`config.mk`:
```
export PLATFORM = sky130hd
export DESIGN_NAME = csma_ca_station_backoff_flat
export DESIGN_NICKNAME = d
export VERILOG_FILES = /design/src/rtl/csmab_pkg.sv /design/src/rtl/csmab_stream_if.sv /design/src/rtl/csmab_apb_regs.sv /design/src/rtl/csma_ca_station_backoff.sv /design/src/flat_wrapper.sv
export SDC_FILE = /design/constraint.sdc
export NUM_CORES = 1
export LEC_CHECK = 0
export BUFFER_PORTS_ARGS = -buffer_cell sky130_fd_sc_hd__buf_2
export CORE_UTILIZATION = 40
export CTS_BUF_LIST = sky130_fd_sc_hd__clkbuf_16
export DETAILED_ROUTE_END_ITERATION = 8
export PLACE_DENSITY = 0.55
export SLEW_MARGIN = 20
export SYNTH_ARGS = -nofsm -noshare
export SYNTH_HDL_FRONTEND = slang
export SYNTH_HIERARCHICAL = 1
export SYNTH_SLANG_ARGS = --single-unit
```
`constraint.sdc`:
```
create_clock -name clk_i -period 23.9 [get_ports clk_i]
set_input_delay 1.195 -clock clk_i [delete_from_list [all_inputs] [get_ports clk_i]]
set_output_delay 1.195 -clock clk_i [all_outputs]
set_load 0.03 [all_outputs]
```
`src/rtl/csmab_pkg.sv`:
```
// ----------------------------------------------------------------------------
// csmab_pkg
// Shared types and constants for the CSMA/CA station backoff block.
// ----------------------------------------------------------------------------
package csmab_pkg;

  // Register map: index = byte address / 4
  localparam int unsigned ADDR_WIDTH = 4;
  localparam int unsigned DATA_WIDTH = 32;

  localparam logic [1:0] REG_SLOT_TIME    = 2'd0;
  localparam logic [1:0] REG_FRAME_LENGTH = 2'd1;
  localparam logic [1:0] REG_CW_MIN_EXP   = 2'd2;
  localparam logic [1:0] REG_CW_MAX_EXP   = 2'd3;

  // Register reset values
  localparam logic [9:0]  SLOT_TIME_RST    = 10'd9;
  localparam logic [15:0] FRAME_LENGTH_RST = 16'd500;
  localparam logic [3:0]  CW_MIN_EXP_RST   = 4'd5;
  localparam logic [3:0]  CW_MAX_EXP_RST   = 4'd10;

  // Largest usable window exponent (window of 4096 slots)
  localparam logic [3:0]  EXP_CAP          = 4'd12;
  localparam logic [3:0]  WINDOW_EXP_RST   = 4'd5;

  // Configuration handed from the register file to the datapath
  typedef struct packed {
    logic [9:0]  slot_time;
    logic [15:0] frame_length;
    logic [3:0]  cw_min_exp;
    logic [3:0]  cw_max_exp;
  } cfg_t;

  // One tick of station input
  typedef struct packed {
    logic        packet_arrival;
    logic        channel_idle;
    logic [11:0] random_draw;
  } in_item_t;

  // One tick of station status
  typedef struct packed {
    logic        transmitting;
    logic        tx_start;
    logic        tx_end;
    logic        success;
    logic        collision;
    logic [15:0] delay_add;
    logic [12:0] contention_window;
    logic [15:0] pending_packets;
  } out_item_t;

  // Exponent clamped to the largest supported window
  function automatic logic [3:0] eff_exp(input logic [3:0] e);
    return (e > EXP_CAP) ? EXP_CAP : e;
  endfunction

endpackage

```
`src/rtl/csmab_stream_if.sv`:
```
// ----------------------------------------------------------------------------
// csmab_stream_if
// Valid/ready channel carrying one payload item per request.
// ----------------------------------------------------------------------------
interface csmab_stream_if #(
  parameter type T = logic
) ();

  logic valid;
  logic ready;
  T     payload;

  modport source (output valid, output payload, input ready);
  modport sink   (input valid, input payload, output ready);

endinterface

```
`src/rtl/csmab_apb_regs.sv`:
```
// ----------------------------------------------------------------------------
// csmab_apb_regs
// APB-style configuration registers: slot time, frame length, window limits.
// ----------------------------------------------------------------------------
module csmab_apb_regs (
  input  logic                                clk_i,
  input  logic                                rst_ni,
  input  logic                                psel,
  input  logic                                penable,
  input  logic                                pwrite,
  input  logic [csmab_pkg::ADDR_WIDTH-1:0]    paddr,
  input  logic [csmab_pkg::DATA_WIDTH-1:0]    pwdata,
  output logic [csmab_pkg::DATA_WIDTH-1:0]    prdata,
  output logic                                pready,
  output csmab_pkg::cfg_t                     cfg_o
);
  import csmab_pkg::*;

  cfg_t       cfg_q, cfg_d;
  logic       wr_en;
  logic [1:0] reg_idx;

  assign pready  = 1'b1;
  assign wr_en   = psel && penable && pwrite;
  assign reg_idx = paddr[3:2];

  // Write decode
  always_comb begin
    cfg_d = cfg_q;
    if (wr_en) begin
      case (reg_idx)
        REG_SLOT_TIME:    cfg_d.slot_time    = pwdata[9:0];
        REG_FRAME_LENGTH: cfg_d.frame_length = pwdata[15:0];
        REG_CW_MIN_EXP:   cfg_d.cw_min_exp   = pwdata[3:0];
        REG_CW_MAX_EXP:   cfg_d.cw_max_exp   = pwdata[3:0];
        default:          cfg_d = cfg_q;
      endcase
    end
  end

  always_ff @(posedge clk_i or negedge rst_ni) begin
    if (!rst_ni) begin
      cfg_q.slot_time    <= SLOT_TIME_RST;
      cfg_q.frame_length <= FRAME_LENGTH_RST;
      cfg_q.cw_min_exp   <= CW_MIN_EXP_RST;
      cfg_q.cw_max_exp   <= CW_MAX_EXP_RST;
    end else begin
      cfg_q <= cfg_d;
    end
  end

  // Read mux
  always_comb begin
    case (reg_idx)
      REG_SLOT_TIME:    prdata = DATA_WIDTH'(cfg_q.slot_time);
      REG_FRAME_LENGTH: prdata = DATA_WIDTH'(cfg_q.frame_length);
      REG_CW_MIN_EXP:   prdata = DATA_WIDTH'(cfg_q.cw_min_exp);
      REG_CW_MAX_EXP:   prdata = DATA_WIDTH'(cfg_q.cw_max_exp);
      default:          prdata = '0;
    endcase
  end

  assign cfg_o = cfg_q;

endmodule

```
`src/rtl/csma_ca_station_backoff.sv`:
```
// ----------------------------------------------------------------------------
// csma_ca_station_backoff
// CSMA/CA station MAC timer with binary exponential backoff.
// ----------------------------------------------------------------------------
// One input request is one channel tick. The block takes a request every clock
// while the sink keeps up and delivers its status from an output register in
// the next cycle; a new request is taken while that status waits, as long as
// the sink takes it in the same cycle. The full tick (backoff count, frame
// timer, window update and the slot-count times slot-time multiply of a redraw)
// is done in one pass between the state registers and the output register, so
// throughput is one item per clock unless the sink stalls. The very first
// request loads the window from cw_min_exp and draws the first backoff from
// its random_draw. Registers: slot_time @0x0, frame_length @0x4, cw_min_exp
// @0x8, cw_max_exp @0xC; exponents above 12 are used as 12.
module csma_ca_station_backoff #(
  parameter int unsigned PENDING_WIDTH = 16
) (
  input  logic                             clk_i,
  input  logic                             rst_ni,
  csmab_stream_if.sink                     in_if,
  csmab_stream_if.source                   out_if,
  input  logic                             psel,
  input  logic                             penable,
  input  logic                             pwrite,
  input  logic [csmab_pkg::ADDR_WIDTH-1:0] paddr,
  input  logic [csmab_pkg::DATA_WIDTH-1:0] pwdata,
  output logic [csmab_pkg::DATA_WIDTH-1:0] prdata,
  output logic                             pready
);
  import csmab_pkg::*;

  localparam logic [PENDING_WIDTH-1:0] PEND_MAX = '1;

  cfg_t cfg;

  // Station state
  logic [PENDING_WIDTH-1:0] pend_q, pend_d;
  logic [22:0]              backoff_q, backoff_d;
  logic                     drawn_q;
  logic [3:0]               wexp_q, wexp_d;
  logic                     sending_q, sending_d;
  logic                     first_q, first_d;
  logic [15:0]              frame_q, frame_d;

  // Output register
  logic                     out_valid_q;
  out_item_t                out_q, out_d;

  // Per-tick working values
  in_item_t                 item;
  logic                     accept;
  logic [3:0]               emin, emax;
  logic [3:0]               wexp_base;
  logic [22:0]              backoff_base;
  logic [12:0]              win_mask;
  logic [12:0]              slots;
  logic [22:0]              redraw;
  logic [PENDING_WIDTH-1:0] pend_a;
  logic [4:0]               wexp_inc;
  logic [3:0]               wexp_dec;
  logic                     start_c, end_c, succ_c, coll_c;
  logic [15:0]              delay_c;
  logic [31:0]              pend_ext;

  csmab_apb_regs u_regs (
    .clk_i   (clk_i),
    .rst_ni  (rst_ni),
    .psel    (psel),
    .penable (penable),
    .pwrite  (pwrite),
    .paddr   (paddr),
    .pwdata  (pwdata),
    .prdata  (prdata),
    .pready  (pready),
    .cfg_o   (cfg)
  );

  // Handshake: output register drains or is free
  assign item         = in_if.payload;
  assign in_if.ready  = !out_valid_q || out_if.ready;
  assign accept       = in_if.valid && in_if.ready;

  assign emin = eff_exp(cfg.cw_min_exp);
  assign emax = eff_exp(cfg.cw_max_exp);

  // First tick loads the window from the minimum before anything else
  assign wexp_base = drawn_q ? wexp_q : emin;

  // Backoff redraw: ((draw mod window) + 1) * slot_time, shared by first draw
  // and frame end (they never fall on the same tick)
  assign win_mask = (13'd1 << wexp_base) - 13'd1;
  assign slots    = 13'(item.random_draw & win_mask[11:0]) + 13'd1;
  assign redraw   = 23'(slots) * 23'(cfg.slot_time);

  assign backoff_base = drawn_q ? backoff_q : redraw;

  // Arrival counted first, saturating
  assign pend_a = (item.packet_arrival && (pend_q != PEND_MAX)) ?
                  pend_q + 1'b1 : pend_q;

  assign wexp_inc = {1'b0, wexp_base} + 5'd1;
  assign wexp_dec = (wexp_base != 4'd0) ? wexp_base - 4'd1 : 4'd0;

  // Tick update
  always_comb begin
    pend_d    = pend_a;
    backoff_d = backoff_base;
    wexp_d    = wexp_base;
    sending_d = sending_q;
    first_d   = first_q;
    frame_d   = frame_q;
    start_c   = 1'b0;
    end_c     = 1'b0;
    succ_c    = 1'b0;
    coll_c    = 1'b0;
    delay_c   = '0;

    if (pend_a != '0) begin
      if (!sending_q && item.channel_idle) begin
        // Backoff countdown while the medium is free
        delay_c = 16'd1;
        if (backoff_base <= 23'd1) begin
          backoff_d = '0;
          sending_d = 1'b1;
          first_d   = 1'b1;
          frame_d   = cfg.frame_length;
          start_c   = 1'b1;
        end else begin
          backoff_d = backoff_base - 23'd1;
        end
      end else if (sending_q) begin
        if (first_q) begin
          // First frame tick decides success or collision
          first_d = 1'b0;
          if (frame_q != '0) frame_d = frame_q - 16'd1;
          if (item.channel_idle) begin
            succ_c = 1'b1;
            wexp_d = (wexp_dec < emin) ? emin : wexp_dec;
          end else begin
            coll_c  = 1'b1;
            delay_c = cfg.frame_length;
            wexp_d  = (wexp_inc > {1'b0, emax}) ? emax : wexp_inc[3:0];
          end
        end else if (frame_q <= 16'd1) begin
          // Frame end: release, redraw, retire on a free medium
          frame_d   = '0;
          sending_d = 1'b0;
          backoff_d = redraw;
          end_c     = 1'b1;
          if (item.channel_idle) pend_d = pend_a - 1'b1;
        end else begin
          frame_d = frame_q - 16'd1;
        end
      end else begin
        // Deferring behind a busy medium
        delay_c = 16'd1;
      end
    end
  end

  assign pend_ext = 32'(pend_d);

  // Status for this tick
  always_comb begin
    out_d.transmitting      = sending_d;
    out_d.tx_start          = start_c;
    out_d.tx_end            = end_c;
    out_d.success           = succ_c;
    out_d.collision         = coll_c;
    out_d.delay_add         = delay_c;
    out_d.contention_window = 13'd1 << wexp_d;
    out_d.pending_packets   = pend_ext[15:0];
  end

  // State registers
  always_ff @(posedge clk_i or negedge rst_ni) begin
    if (!rst_ni) begin
      pend_q    <= '0;
      backoff_q <= '0;
      drawn_q   <= 1'b0;
      wexp_q    <= WINDOW_EXP_RST;
      sending_q <= 1'b0;
      first_q   <= 1'b0;
      frame_q   <= '0;
    end else if (accept) begin
      pend_q    <= pend_d;
      backoff_q <= backoff_d;
      drawn_q   <= 1'b1;
      wexp_q    <= wexp_d;
      sending_q <= sending_d;
      first_q   <= first_d;
      frame_q   <= frame_d;
    end
  end

  // Output register
  always_ff @(posedge clk_i or negedge rst_ni) begin
    if (!rst_ni) begin
      out_valid_q <= 1'b0;
    end else if (accept) begin
      out_valid_q <= 1'b1;
    end else if (out_if.ready) begin
      out_valid_q <= 1'b0;
    end
  end

  always_ff @(posedge clk_i) begin
    if (accept) begin
      out_q <= out_d;
    end
  end

  assign out_if.valid   = out_valid_q;
  assign out_if.payload = out_q;

`ifndef SYNTHESIS
  // A started frame shows as transmitting in the next status
  a_start_tx: assert property (@(posedge clk_i) disable iff (!rst_ni)
    accept && start_c |=> out_if.valid && out_if.payload.transmitting)
    else $error("frame start not reported as transmitting");

  // Window exponent stays within the supported range once loaded
  a_wexp_cap: assert property (@(posedge clk_i) disable iff (!rst_ni)
    drawn_q |-> wexp_q <= EXP_CAP)
    else $error("window exponent out of range");

  // Success or collision only on a frame in progress, never both
  a_outcome: assert property (@(posedge clk_i) disable iff (!rst_ni)
    out_valid_q && (out_q.success || out_q.collision) |->
      out_q.transmitting && !(out_q.success && out_q.collision))
    else $error("bad frame outcome flags");
`endif

endmodule

```
`src/flat_wrapper.sv`:
```
// flat-port wrapper written by rule: the top's interface ports become plain ports
module csma_ca_station_backoff_flat import csmab_pkg::*;
#(
  parameter int unsigned PENDING_WIDTH = 16
)
  (clk_i, rst_ni, psel, penable, pwrite, paddr, pwdata, prdata, pready, in_if_valid, in_if_payload, in_if_ready, out_if_valid, out_if_payload, out_if_ready);
  csmab_stream_if #(.T(in_item_t)) in_if_i ();
  csmab_stream_if #(.T(out_item_t)) out_if_i ();
  input  logic clk_i;
  input  logic rst_ni;
  input  logic psel;
  input  logic penable;
  input  logic pwrite;
  input  logic [csmab_pkg::ADDR_WIDTH-1:0] paddr;
  input  logic [csmab_pkg::DATA_WIDTH-1:0] pwdata;
  output logic [csmab_pkg::DATA_WIDTH-1:0] prdata;
  output logic pready;
  input wire logic [$bits(in_if_i.valid)-1:0] in_if_valid;
  input wire logic [$bits(in_if_i.payload)-1:0] in_if_payload;
  output wire logic [$bits(in_if_i.ready)-1:0] in_if_ready;
  output wire logic [$bits(out_if_i.valid)-1:0] out_if_valid;
  output wire logic [$bits(out_if_i.payload)-1:0] out_if_payload;
  input wire logic [$bits(out_if_i.ready)-1:0] out_if_ready;
  assign in_if_i.valid = in_if_valid;
  assign in_if_i.payload = in_if_payload;
  assign in_if_ready = in_if_i.ready;
  assign out_if_valid = out_if_i.valid;
  assign out_if_payload = out_if_i.payload;
  assign out_if_i.ready = out_if_ready;
  csma_ca_station_backoff #(.PENDING_WIDTH(PENDING_WIDTH)) u_core (.clk_i(clk_i), .rst_ni(rst_ni), .in_if(in_if_i), .out_if(out_if_i), .psel(psel), .penable(penable), .pwrite(pwrite), .paddr(paddr), .pwdata(pwdata), .prdata(prdata), .pready(pready));
endmodule
```
==> results of run 1 <==
-- flip-flops by register name, indices dropped and copies added (netlist names) --
register	cells
u_core/out_if.payload	50
u_core/u_regs/cfg_o	34
u_core/backoff_q	23
u_core/frame_q	16
u_core/pend_q	16
u_core/wexp_q	4
u_core/drawn_q	1
u_core/first_q	1
u_core/out_if.valid	1
u_core/sending_q	1
-- stage by stage --
stage               cells  area (um2)
floorplan            1618       14500
global placement     2105       15200
detailed placement   2105       15200
CTS                  2137       15800
global route         2137       15800
finish               2137       15800
-- layout by cell type, fill, tap and decap left out, types with 10 or more instances in the layout --
master / netlist / final
sky130_fd_sc_hd__or3_1: 14 / 14
sky130_fd_sc_hd__mux2i_1: 22 / 22
sky130_fd_sc_hd__clkbuf_16: 0 / 17
sky130_fd_sc_hd__mux2_2: 40 / 40
sky130_fd_sc_hd__xor2_1: 21 / 21
sky130_fd_sc_hd__nand3_1: 30 / 30
sky130_fd_sc_hd__inv_1: 120 / 121
sky130_fd_sc_hd__nand2_1: 163 / 163
sky130_fd_sc_hd__buf_2: 16 / 105
sky130_fd_sc_hd__o21a_1: 10 / 10
sky130_fd_sc_hd__o211ai_1: 13 / 13
sky130_fd_sc_hd__conb_1: 2 / 17
sky130_fd_sc_hd__and2_1: 105 / 105
sky130_fd_sc_hd__a32oi_1: 10 / 10
sky130_fd_sc_hd__ha_1: 75 / 75
sky130_fd_sc_hd__fa_1: 86 / 86
sky130_fd_sc_hd__mux2_4: 10 / 10
sky130_fd_sc_hd__nor3_1: 39 / 39
sky130_fd_sc_hd__dfstp_2: 14 / 14
sky130_fd_sc_hd__a21o_1: 11 / 11
sky130_fd_sc_hd__nor2b_1: 14 / 13
sky130_fd_sc_hd__nand2b_1: 20 / 20
sky130_fd_sc_hd__o21ai_1: 21 / 21
sky130_fd_sc_hd__nand4_1: 16 / 16
sky130_fd_sc_hd__edfxtp_1: 50 / 50
sky130_fd_sc_hd__and3_1: 14 / 14
sky130_fd_sc_hd__o21ai_0: 73 / 73
sky130_fd_sc_hd__a21oi_1: 80 / 80
sky130_fd_sc_hd__nor2_1: 116 / 116
sky130_fd_sc_hd__dfrtp_1: 83 / 82
sky130_fd_sc_hd__xnor2_1: 27 / 27
sky130_fd_sc_hd__a31oi_1: 21 / 21
sky130_fd_sc_hd__buf_4: 24 / 14
-- area by class of cell --
cell class	count	area, um2	area share
Clock inverter	15	180	0.0114
Tap cell	461	577	0.0364
Clock buffer	17	425	0.0268
Timing Repair Buffer	119	631	0.0398
Multi-Input combinational cell	1255	9620	0.607
Inverter	123	464	0.0293
Sequential cell	147	3950	0.249
-- cell families after synthesis --
family,after synthesis,share of synthesized area
DFF,147,0.273
adders and majority gates,161,0.184
and+or+nand+nor,595,0.215
buffers and inverters,216,0.0665
xor gates and xnor gates,50,0.0313
AOI/OAI and AO/OA,355,0.166
muxes,77,0.0640
other,2,0.000520
-- path summary, 6_finish.rpt --
kind,depth (start not counted),from,end,slack [ns]
min reg2reg,2,u_core/wexp_q[2],u_core/wexp_q[2],0.47
max in group asynchronous,2,rst_ni,u_core/drawn_q,21.88
max,33,u_core/drawn_q,u_core/backoff_q[10],12.98
min in group asynchronous,1,rst_ni,u_core/u_regs/cfg_o[29],0.74
min,2,u_core/wexp_q[2],u_core/wexp_q[2],0.47
max reg2reg,33,u_core/drawn_q,u_core/backoff_q[10],12.98
-- power by group --
group	switching (mW)	internal [mW]	leakage (nW)
sequential	0.0538	0.309	1.68
combinational	0.702	0.401	5.10
clock	0.118	0.165	0.297
total	0.873	0.875	7.08
-- layer usage --
layer | vias to the layer above | GRT usage | share of wire
li1 | 5736 | - | -
met1 | 5879 | 0.311 | 0.48
met2 | 337 | 0.345 | 0.46
met3 | 43 | 0.0272 | 0.049
met4 | 0 | 0.0524 | 0.016
met5 | - | 0 | 0
-- tightest hold or removal path, cell delays in order (launching register included) --
cell                      delay, ns
sky130_fd_sc_hd__dfstp_2       0.37
sky130_fd_sc_hd__nand2_1       0.05
sky130_fd_sc_hd__nand2_1       0.05
==> metrics.txt, run 1 <==
outcome=finished clean; share of the yosys chip area belonging to registers=0.273; category of cells accounting for the largest share of critical-path delay=adder cells; clock-pin slew on the worst setup and hold paths=0.06 ns; number of I/O pins=142; via-per-instance ratio=5.61; Iteration-0 DRC Markers=806; Global Route Usage Sum=0.217; Setup-failing EPs final=0; drt first pass iters=6; row count=69; Worst Clk Skew=0.0157 ns; setup TNS=0 ns; ranking of synthesized cells by area=sky130_fd_sc_hd__dfrtp_1 14%, sky130_fd_sc_hd__fa_1 12%, sky130_fd_sc_hd__edfxtp_1 10%; worst setup slack after layout=12.98 ns; Bufs on Longest Clock Path=2; post-synth cell types=105; largest area contributor in the synthesized netlist=sky130_fd_sc_hd__dfrtp_1; total DRC errors in the routed layout=0; number of synthesized flops with an enable pin=50; effective utilization at floorplan=0.406; CTS tree=built; count of vias placed by the detailed router=12.0k; worst path buffer plus inverter count=6; Post-Syn Area=14500 um2; most numerous cell in the Yosys netlist=sky130_fd_sc_hd__nand2_1; total inserted antenna cells=0; worst skew pair latency=0.44 ns; routability congestion estimate from global placement=0.888; via count of the first global-routing pass=11.5k; P per Cell Area=110 nW/um2; cell types with the highest counts after synthesis=163 x sky130_fd_sc_hd__nand2_1, 120 x sky130_fd_sc_hd__inv_1, 116 x sky130_fd_sc_hd__nor2_1; endpoints failing hold=0; Die Wd=192 um; grt total ovfl=0; share of post-route cells with drive strength above 1=0.164; Static Leakage=7.08 nW; Die H=192 um; type of element launching the critical path=flip-flop; worst slew slack as a fraction of its limit=0.286; sinks on the clock net=147; Post-Syn Instances=1603; routed wire length per instance=18.0 um; global-route wire length before repair=63100 um; type of the worst setup path=reg -> reg; total of flip-flops plus latches after synthesis=147; Top FF cell, synth=sky130_fd_sc_hd__dfrtp_1; Post-CTS Setup Bufs=0; CORE AREA=35600 um2; total wire length after detailed routing=38600 um; hold bufs inserted after CTS=0; number of warnings issued by yosys=6; cell repeated most along the worst path=sky130_fd_sc_hd__fa_1; Slowest-stage cell, CP=sky130_fd_sc_hd__xor2_1; estimated wirelength of the detail-placed design=28800 um; PortBufs=106; number of max-cap violations=0; final total power=1.75 mW; Period Utilization, post-route=0.457; # nets final=1881; setup repair after global routing missed its margin=no; number of clock buffers inserted by TritonCTS=17; clock period minus worst slack=10.92 ns; mean area per synthesized cell=9.02 um2; post-route core utilization=0.445; number of fill cells=3479; area fraction of the dominant cell type after synthesis=0.144; largest net degree at the start of global routing=82; antenna violations before repair=0; Crit path largest cell delay=0.76 ns; Area growth, synth to finish=9.63%; transition time at the pin with the least slew margin=1.07 ns; max-slew violation total from the final report=0; Final ANT Viol Nets=0; Post-Route Hold Slack=0.471 ns; largest fanout of any net on the critical path=59; area of the die=36900 um2; critical path capture point type=flip-flop; data arrival time of the critical path=11.18 ns; Critical Path RT=24.16 ns; maximum clock rate=91.5 MHz; level count of the clock H-tree=4; post-placement setup slack=13.08 ns; class of the tightest hold or removal check=reg -> reg; fraction of registers with async set or reset after synthesis=0.660; master cell of the clock root buffer=sky130_fd_sc_hd__clkbuf_16; VDD IR max=0.0000825 V; number of gates resized after CTS=0
(Power assumes the default switching activity.)
==> inputs of run 2 (changes only) <==
- ABC_AREA: default -> 1
- clock period: 23.9 -> 10.6 ns (I/O delays scaled with it)
==> run 2 against run 1 <==
Effect of this change:
- critical endpoint is now u_core/backoff_q[14]
- critical path type unchanged
- wire length rose by 15%
- power rose to 2.7 times the previous value
- worst hold slack got worse by 0.43 ns
- largest cell class unchanged
- clock skew fell by 0.0041 ns
==> metrics.txt, run 2 <==
outcome=finished clean; Setup-failing EPs final=0; via count of the first global-routing pass=13.6k; worst path buffer plus inverter count=10; # nets final=2466; number of warnings issued by yosys=6; category of cells accounting for the largest share of critical-path delay=simple AND/OR/NAND/NOR gates; most numerous cell in the Yosys netlist=sky130_fd_sc_hd__nand2_1; worst slew slack as a fraction of its limit=0.247; grt total ovfl=0; via-per-instance ratio=5.14; Static Leakage=8.69 nW; row count=70; CTS tree=built; share of post-route cells with drive strength above 1=0.111; clock period minus worst slack=9.46 ns; number of max-cap violations=0; Post-CTS Setup Bufs=0; data arrival time of the critical path=9.85 ns; type of element launching the critical path=flip-flop; placement-stage cell area=15900 um2; VDD IR max=0.000175 V; setup TNS=0 ns; largest area contributor in the synthesized netlist=sky130_fd_sc_hd__nand2_1; sinks on the clock net=147; Post-Syn Instances=2165; endpoints failing hold=0; Period Utilization, post-route=0.893; estimated wirelength of the detail-placed design=34500 um; total wire length after detailed routing=44500 um; type of the worst setup path=reg -> reg; PortBufs=106; area fraction of the dominant cell type after synthesis=0.169; Crit path largest cell delay=1.09 ns; master cell of the clock root buffer=sky130_fd_sc_hd__clkbuf_16; total of flip-flops plus latches after synthesis=147; drt first pass iters=6; ranking of synthesized cells by area=sky130_fd_sc_hd__nand2_1 17%, sky130_fd_sc_hd__dfrtp_1 14%, sky130_fd_sc_hd__fa_1 11%; routed wire length per instance=16.3 um; Top FF cell, synth=sky130_fd_sc_hd__dfrtp_1; design area=16500 um2; post-route core utilization=0.449; largest net degree at the start of global routing=67; largest fanout of any net on the critical path=23; cell repeated most along the worst path=sky130_fd_sc_hd__nand2_1; post-synth cell types=56; setup repair after global routing missed its margin=no; most frequent standard cell in the layout excluding fill and tap cells=sky130_fd_sc_hd__nand2_1; Die Wd=196 um; Post-Route Hold Slack=0.0413 ns; level count of the clock H-tree=4; hold bufs inserted after CTS=0; Critical Path RT=10.98 ns; Area growth, synth to finish=9.81%; P per Cell Area=287 nW/um2; critical path capture point type=flip-flop; share of the yosys chip area belonging to registers=0.262; antenna violations before repair=0; global-route wire length before repair=72700 um; Bufs on Longest Clock Path=2; maximum clock rate=106 MHz; Post-Syn Area=15000 um2; flip-flop count of the largest register after layout=50; most used cells in the layout excluding fill and tap cells=676 x sky130_fd_sc_hd__nand2_1, 316 x sky130_fd_sc_hd__inv_1, 236 x sky130_fd_sc_hd__nor2_1; worst skew pair latency=0.44 ns; transition time at the pin with the least slew margin=1.13 ns; total DRC errors in the routed layout=0; Die H=196 um; number of I/O pins=142; clock-pin slew on the worst setup and hold paths=0.07 ns; area of the die=38400 um2; count of vias placed by the detailed router=14.0k; number of gates resized after CTS=0; Slowest-stage cell, CP=sky130_fd_sc_hd__dfrtp_1; routability congestion estimate from global placement=0.901; Global Route Usage Sum=0.240; cell types with the highest counts after synthesis=677 x sky130_fd_sc_hd__nand2_1, 315 x sky130_fd_sc_hd__inv_1, 236 x sky130_fd_sc_hd__nor2_1; number of clock buffers inserted by TritonCTS=17; Final ANT Viol Nets=0; number of synthesized flops with an enable pin=50; mean area per synthesized cell=6.95 um2; CORE AREA=36800 um2; effective utilization at floorplan=0.409; class of the tightest hold or removal check=in -> async; fraction of registers with async set or reset after synthesis=0.660; Worst Clk Skew=0.0116 ns; Iteration-0 DRC Markers=961; max-slew violation total from the final report=0
-- run 2: changes by cell type in the layout (fill, tap and decap cells not counted), moves of 40 or more --
cell                      change
sky130_fd_sc_hd__nor2_1     +120
sky130_fd_sc_hd__nand3_1    +125
sky130_fd_sc_hd__nand2_1    +513
sky130_fd_sc_hd__mux2_2      -40
sky130_fd_sc_hd__and2_1     -100
sky130_fd_sc_hd__inv_1      +195
-- run 2: worst paths after layout --
kind / startpoint / endpoint / slack, ns / cells after the start
min: rst_ni / u_core/backoff_q[18] / 0.04 / 1
max: u_core/drawn_q / u_core/backoff_q[14] / 1.14 / 45
min in group clk_i: pwdata[11] / u_core/u_regs/cfg_o[19] / 0.29 / 3
min reg2reg: u_core/backoff_q[12] / u_core/backoff_q[12] / 0.48 / 2
max in group asynchronous: rst_ni / u_core/u_regs/cfg_o[29] / 9.24 / 2
max reg2reg: u_core/drawn_q / u_core/backoff_q[14] / 1.14 / 45
-- run 2: stage by stage --
| stage | setup WS (ns) | std cells | total power [mW] |
|---|---|---|---|
| global route | 0.335 | 2729 | 5.29 |
| global placement | 1.33 | 2697 | 4.08 |
| finish | 1.14 | 2730 | 4.74 |
| CTS | 1.19 | 2729 | 4.78 |
| floorplan | 3.09 | 2180 | 3.24 |
| detailed placement | 1.22 | 2697 | 4.11 |
-- run 2: metal layers --
metal  part of all wire  track usage  vias up
li1                   -            -     6960
met5                  0            0        -
met4              0.025       0.0715        0
met2               0.46        0.388      401
met3              0.050       0.0334       58
met1               0.47        0.334     6605
-- run 2: worst reg2reg max path, delay by kind of cell, from the launching register on --
family / cells / cell delay, ns
compound gates: 3 / 0.80
flops: 1 / 1.09
buf+inv: 10 / 0.93
fa+ha+maj: 7 / 3.24
simple gates: 25 / 3.34
-- run 2: where the power goes --
part	switching [mW]	internal, mW	total (mW)
Combinational	2.17	1.07	3.24
Sequential	0.133	0.734	0.867
Clock	0.260	0.378	0.638
Total	2.56	2.18	4.74
-- run 2: cell type report --
cell class	count	area, um2
flip-flops and latches	147	3950
clock buffers	21	526
multi-input cells	1637	9520
diodes	1	2.50
inverters	329	1240
repair buffers	116	608
clock inverters	11	90.1
fillers	3885	20300
well taps	468	586
-- run 2: kinds of logic (layout without fill, tap and decap cells) --
family / after synthesis / count (layout) / share of synthesized area
flip-flops: 147 / 147 / 0.262
adder cells (fa/ha/maj): 161 / 161 / 0.177
XOR/XNOR: 47 / 47 / 0.0274
other: 2 / 18 / 0.000499
AO/OA/AOI/OAI: 183 / 183 / 0.0699
buffers and inverters: 396 / 477 / 0.109
multiplexers: 1 / 1 / 0.000665
AND/OR/NAND/NOR: 1228 / 1228 / 0.354
